### config.mk
export PLATFORM = sky130hd
export DESIGN_NAME = plt_cell
export DESIGN_NICKNAME = d
export VERILOG_FILES = /design/src/rtl/core/positional_list_table_macros.svh /design/src/rtl/core/plt_pkg.sv /design/src/rtl/core/plt_cell.sv
export SDC_FILE = /design/constraint.sdc
export NUM_CORES = 1
export LEC_CHECK = 0
export BUFFER_PORTS_ARGS = -buffer_cell sky130_fd_sc_hd__buf_2
export CAP_MARGIN = 15
export CORE_AREA = 2 2 110 112
export CTS_BUF_LIST = sky130_fd_sc_hd__clkbuf_16
export DETAILED_ROUTE_END_ITERATION = 8
export DIE_AREA = 0 0 112 114
export GPL_ROUTABILITY_DRIVEN = 1
export GPL_TIMING_DRIVEN = 0
export PLACE_DENSITY_LB_ADDON = 0.12
export SLEW_MARGIN = 20
export SYNTH_ARGS = -nofsm -noshare
export SYNTH_HDL_FRONTEND = slang
export SYNTH_SLANG_ARGS = --single-unit
### constraint.sdc
create_clock -name clk -period 5.3 [get_ports clk]
set_input_delay 1.06 -clock clk [delete_from_list [all_inputs] [get_ports clk]]
set_output_delay 1.06 -clock clk [all_outputs]
set_load 0.02 [all_outputs]
### src/rtl/core/positional_list_table_macros.svh
// Assertion shorthands used by the list table RTL.
`ifndef POSITIONAL_LIST_TABLE_MACROS_SVH
`define POSITIONAL_LIST_TABLE_MACROS_SVH

// Same-cycle implication, disabled while reset is asserted.
`define PLT_ASSERT_IMPL(label, ante, cons, msg) \
	label: assert property (@(posedge clk) disable iff (!arst_n) (ante) |-> (cons)) \
		else $error(msg);

// Next-cycle implication, disabled while reset is asserted.
`define PLT_ASSERT_NEXT(label, ante, cons, msg) \
	label: assert property (@(posedge clk) disable iff (!arst_n) (ante) |=> (cons)) \
		else $error(msg);

`endif

### src/rtl/core/plt_pkg.sv
package plt_pkg;

	localparam int CAPACITY_DEF = 256;

	// Operation codes
	localparam logic [2:0] OP_INSERT = 3'd0;
	localparam logic [2:0] OP_DELETE = 3'd1;
	localparam logic [2:0] OP_GET    = 3'd2;
	localparam logic [2:0] OP_SET    = 3'd3;
	localparam logic [2:0] OP_CLEAR  = 3'd4;

	// Status codes
	localparam logic [1:0] ST_OK    = 2'd0;
	localparam logic [1:0] ST_RANGE = 2'd1;
	localparam logic [1:0] ST_FULL  = 2'd2;

	typedef struct packed {
		logic [2:0]          operation;
		logic [8:0]          position;
		logic signed [31:0]  value;
	} req_t;

	typedef struct packed {
		logic [1:0]          status;
		logic signed [31:0]  read_value;
		logic [8:0]          list_length;
		logic                list_empty;
		logic signed [31:0]  first_value;
		logic signed [31:0]  last_value;
	} rsp_t;

	// Broadcast controls seen by every cell
	typedef struct packed {
		logic ins;      // shift up from the insert point
		logic del;      // shift down into the deleted slot
		logic set;      // overwrite the addressed slot
		logic load;     // capture masked read taps
		logic shift;    // move read taps toward cell 0
		logic get_en;   // get tap is live
		logic last_en;  // tail tap is live
	} cell_ctrl_t;

endpackage

### src/rtl/core/plt_cell.sv
module plt_cell #(
	parameter int CAPACITY = plt_pkg::CAPACITY_DEF,
	parameter int IDX      = 0
) (
	input  logic                          clk,
	input  plt_pkg::cell_ctrl_t           ctrl,
	input  logic [$clog2(CAPACITY)-1:0]   at_idx,
	input  logic [$clog2(CAPACITY)-1:0]   get_idx,
	input  logic [$clog2(CAPACITY)-1:0]   last_idx,
	input  logic signed [31:0]            ins_value,
	input  logic signed [31:0]            left_val,
	input  logic signed [31:0]            right_val,
	input  logic signed [31:0]            right_cap,
	input  logic signed [31:0]            right_last,
	output logic signed [31:0]            val,
	output logic signed [31:0]            cap,
	output logic signed [31:0]            lst
);
	import plt_pkg::*;

	localparam int IW = $clog2(CAPACITY);
	localparam logic [IW-1:0] MY_IDX = IW'(IDX);

	logic signed [31:0] val_q;
	logic signed [31:0] cap_q;
	logic signed [31:0] lst_q;

	// Update the stored entry from the broadcast operation
	always_ff @(posedge clk) begin
		if (ctrl.ins) begin
			if (MY_IDX == at_idx) begin
				val_q <= ins_value;
			end else if (MY_IDX > at_idx) begin
				val_q <= left_val;
			end
		end else if (ctrl.del) begin
			if (MY_IDX >= at_idx) begin
				val_q <= right_val;
			end
		end else if (ctrl.set) begin
			if (MY_IDX == at_idx) begin
				val_q <= ins_value;
			end
		end
	end

	// Load masked taps, then fold them toward cell 0
	always_ff @(posedge clk) begin
		if (ctrl.load) begin
			cap_q <= (ctrl.get_en && MY_IDX == get_idx) ? val_q : 32'sd0;
			lst_q <= (ctrl.last_en && MY_IDX == last_idx) ? val_q : 32'sd0;
		end else if (ctrl.shift) begin
			cap_q <= cap_q | right_cap;
			lst_q <= lst_q | right_last;
		end
	end

	assign val = val_q;
	assign cap = cap_q;
	assign lst = lst_q;

endmodule

# == Yosys cells after proc, flatten, opt, wreduce, memory -nomap -nowiden ==
# Index checks and enable logic that the tools add are counted.
# word_totals
ff_bits,96
input_bits,192
output_inout_bits,96
elab_cells,31
# op_classes
n_lt_le_gt_ge,2
n_eq_ne,2
mux,13
bitwise,2
n_reduce_logical,9
# ops
cell,count
$mux 32,13
$or 32x32->32,2
$logic_not 8->1,3
$ge 1x8->1 const A,1
$gt 1x8->1 const A,1
$ne 3x1->1 const B,2
$reduce_bool 3->1,2
$reduce_and 4->1,1
$logic_and 1x1->1,2
$reduce_bool 2->1,1

# == Longest topological paths before layout ==
# logic_depth
ltp_word,5
depth_mapped,5
ltp_nobuf,3

# == Least setup slack after synthesis ==
# Ideal clock, no wire load.
# synth_path
kind,input-to-reg
start,in at_idx[3]
end,reg val_q[0] (netlist: val[0]) (enable)
setup_ps,461
arrival_time_ps,4126
t_required_ps,4839
setup_slack_ps,713
cell_stages,4
path_buffers,2
cell_sequence,or4_1 buf_2 buf_2 nor3_1
# synth_between
elab_chain_cells,3
elab_cells_between_ends,7
classes_between,order compare: 2; eq/ne: 2; reduce/logical: 3
# synth_rtl
item,line,text
"start, declared",plt_cell.sv:7,"input logic [$clog2(CAPACITY)-1:0] at_idx,"
$gt 1x8->1 (tied with other cells),plt_cell.sv:33,end else if (MY_IDX > at_idx) begin
$ne 3x1->1 (no line) or $reduce_bool 3->1 (tied branches),--,
$reduce_and 4->1 (no line) *,--,
"end signal, assigned",plt_cell.sv:32,val_q <= ins_value;
"end signal, assigned",plt_cell.sv:34,val_q <= left_val;
"end signal, assigned",plt_cell.sv:38,val_q <= right_val;
"end, declared",plt_cell.sv:24,logic signed [31:0] val_q;
# Mark *: on every way between the ends. The rest lies on a longest branch, timed or not.
# A chain may end at the register's enable or synchronous reset.

# == Final worst setup path ==
# layout_path
start,in at_idx[3]
end,reg val_q[4] (netlist: val[4]) (enable)
# The elaborated chain is that of the path after synthesis.

==> results.yml <==
worst_setup_path:
  rr_startpoint: "lst[20]$_DFFE_PP_"
  r2r_setup_slack_ns: 4.23
  end_kind: "register"
  critPathMaxStageDelay_ns: 0.52
  cp_common_cell: "buf_2"
  crit_arrival_ns: 2.73
  start_kind: "input port"
  critPathKind: "input port to register"
  cp_max_fo: 11
  r2r_end: "lst[20]$_DFFE_PP_"
  crit_slowest_cell: "or4_1"
  path_cells: "buf_2, or4_1, buf_2, buf_2, nor3_2, buf_4, buf_4"
  rr_worst_depth: 3
  cp.required_ns: 5.34
timing:
  worst_slew_pin_slew_ns: 1.14
  slew_viol_final: 0
  post-route-period-util_pct: 50.8
  rsz0062_at_grt: "no"
  fin_crit_ns: 2.69
  setup_viol: 0
  maxSlewHeadroom_pct: 23.5
  fmax_ghz: 0.372
  hold_violations: 0
  clock-skew-final_ns: 0.00564
  whs_ns: 0.618
power:
  p_per_area_mw_per_mm2: 260
  p_leak_nw: 3.19
  irDropWorstVdd_mv: 0.169
  p_total_w: 0.00183
clocking:
  hold_buffers: 0
  cts.sinks: 96
  clockRootBuffer: "clkbuf_16"
  cts_tree: "built"
  ctsResizeCount: 0
  cts_htree_levels: 3
  worstSkewPairLatency_ns: 0.34
  cts_setup_buffers: 0
  cts_buffers: 9
  clk_path_buf_depth: 2
  clkTransAtPathRegs_ns: 0.07
finish:
  antenna_cells: 0
  syn2layout_area_growth_pct: 37.6
  fin_nets: 975
  final_layout_size_suffix_gt1_share_pct: 42.0
  regArea_mm2: 0.00288
  multi_input_area_mm2: 0.00200
  fillers: 1035
logic_synthesis:
  synth_edf_count: 96
  synthTopCellsByArea: "edfxtp_1, nor2_1, a41o_1, a22oi_1, nand4_1"
  yosysSeqAreaShare_pct: 56.3
  yosys_warnings: 0
  ys.flop_type: "edfxtp_1"
  syn_area_mm2: 0.00512
  synth.distinct_cells: 24
  avgSynthCellArea_um2: 10.6
  async_flop_share_pct: 0
  synth_nets: 674
  ys_seq_elements: 96
  synth_cells: 482
  yosysTopAreaCellShare_pct: 56.3
  synth_largest_area_cell: "edfxtp_1"
  synth_common_cells: "nor2_1, edfxtp_1, clkbuf_1"
  synth_most_common_cell: "nor2_1"
global_route:
  grt_overflow: 0
  antenna_found_initial: 0
  grt_usage_pct: 25.8
  grt_max_degree: 38
  grt_pass1_wl_um: 25900
  grt_pass1_vias: 4943
worst_hold_path:
  hold_path_class: "register to register"
  worstHoldStart: "cap[7]$_DFFE_PP_"
  hold_path_depth: 2
  worstHoldEndpoint: "cap[7]$_DFFE_PP_"
floorplanning:
  dieHeight_um: 114
  initial_core_util_pct: 43.7
  ioPinCount: 288
  rows: 40
  core-area_mm2: 0.0117
  die-width_um: 112
  die_area_mm2: 0.0128
place:
  globalplace.congestion: 0.916
  io_buffers: 286
  dp_hpwl_um: 13600
route:
  vias: 5382
  drt_drc_violations_left: 0
  drt_iter0_drc: 392
  drt_first_pass_iters: 5
  routed_via_density: 5.76
  ant_nets: 0
  totalWireLength_um: 17100
  drt-wirelength-per-cell_um: 18.3
status:
  status: "finished clean"
run:
  cap_violations: 0
==> cells by family after synthesis <==
group,share of synthesized area (%)
AO/OA/AOI/OAI,20.3
AND/OR/NAND/NOR,18.5
buffers and inverters,4.91
flip-flops,56.3
==> worst max-delay path: cells and delay by family <==
family / cells / cell delay [ns]
and+or+nand+nor: 2 / 0.74
buffers and inverters: 5 / 0.92
==> layout by cell type (no fill, tap or decap), drive strengths merged <==
cell type	count
clkinv	6
or4	2
a41o	32
nor3	5
nor4	3
nand2	32
clkbuf	42
nand3	32
o22ai	32
or4b	1
edfxtp	96
nand4	32
nand4b	1
a22oi	32
inv	1
o211ai	32
buf	308
nor2b	1
nor2	97
or2	1
==> registers in the layout (all words and copies together) (netlist names) <==
register  count
val          32
lst          32
cap          32
==> cell type report <==
| class | count | area share (%) |
|---|---|---|
| multi-input combinational | 335 | 28.3 |
| tap | 147 | 2.61 |
| clock buffer | 9 | 3.20 |
| timing repair buffer | 290 | 21.0 |
| buffer | 51 | 3.57 |
| clock inverter | 7 | 0.426 |
| sequential | 96 | 40.9 |
==> report_power, final <==
part / internal, W / total [W] / switching (W)
clock: 0.000309 / 0.000567 / 0.000258
combinational: 0.000142 / 0.000345 / 0.000203
sequential: 0.000894 / 0.000920 / 0.0000255
==> how the worst max path moves through the flow <==
stage | startpoint | slack (ns) | end
floorplan | at_idx[3] | 0.71 | val[0]$_DFFE_PP_
global placement | at_idx[3] | -0.12 | val[4]$_DFFE_PP_
detailed placement | at_idx[3] | 2.25 | val[3]$_DFFE_PP_
CTS | at_idx[3] | 2.60 | val[3]$_DFFE_PP_
global route | at_idx[3] | 2.49 | val[0]$_DFFE_PP_
finish | at_idx[3] | 2.61 | val[4]$_DFFE_PP_
==> through the flow <==
stage               worst slack (ns)  TNS, ns  cell area (um2)  std cells  utilization (%)
finish                          2.61        0             7050        935             60.2
global route                    2.49        0             7050        935             60.2
CTS                             2.60        0             7050        935             60.2
detailed placement              2.25        0             6790        919             58.0
global placement              -0.119    -3.74             6740        915             57.5
floorplan                      0.713        0             5120        482                -
==> per-layer routing <==
layer	routed length, um	up-vias	track usage [%]	part of all wire (%)
met1	6900	2473	34.9	40
met2	8430	367	43.6	49
met4	298	0	8.05	1.7
li1	-	2517	-	-
met5	0	-	0	0
met3	1510	25	3.35	8.8
Power figures use the tool's default switching activity.
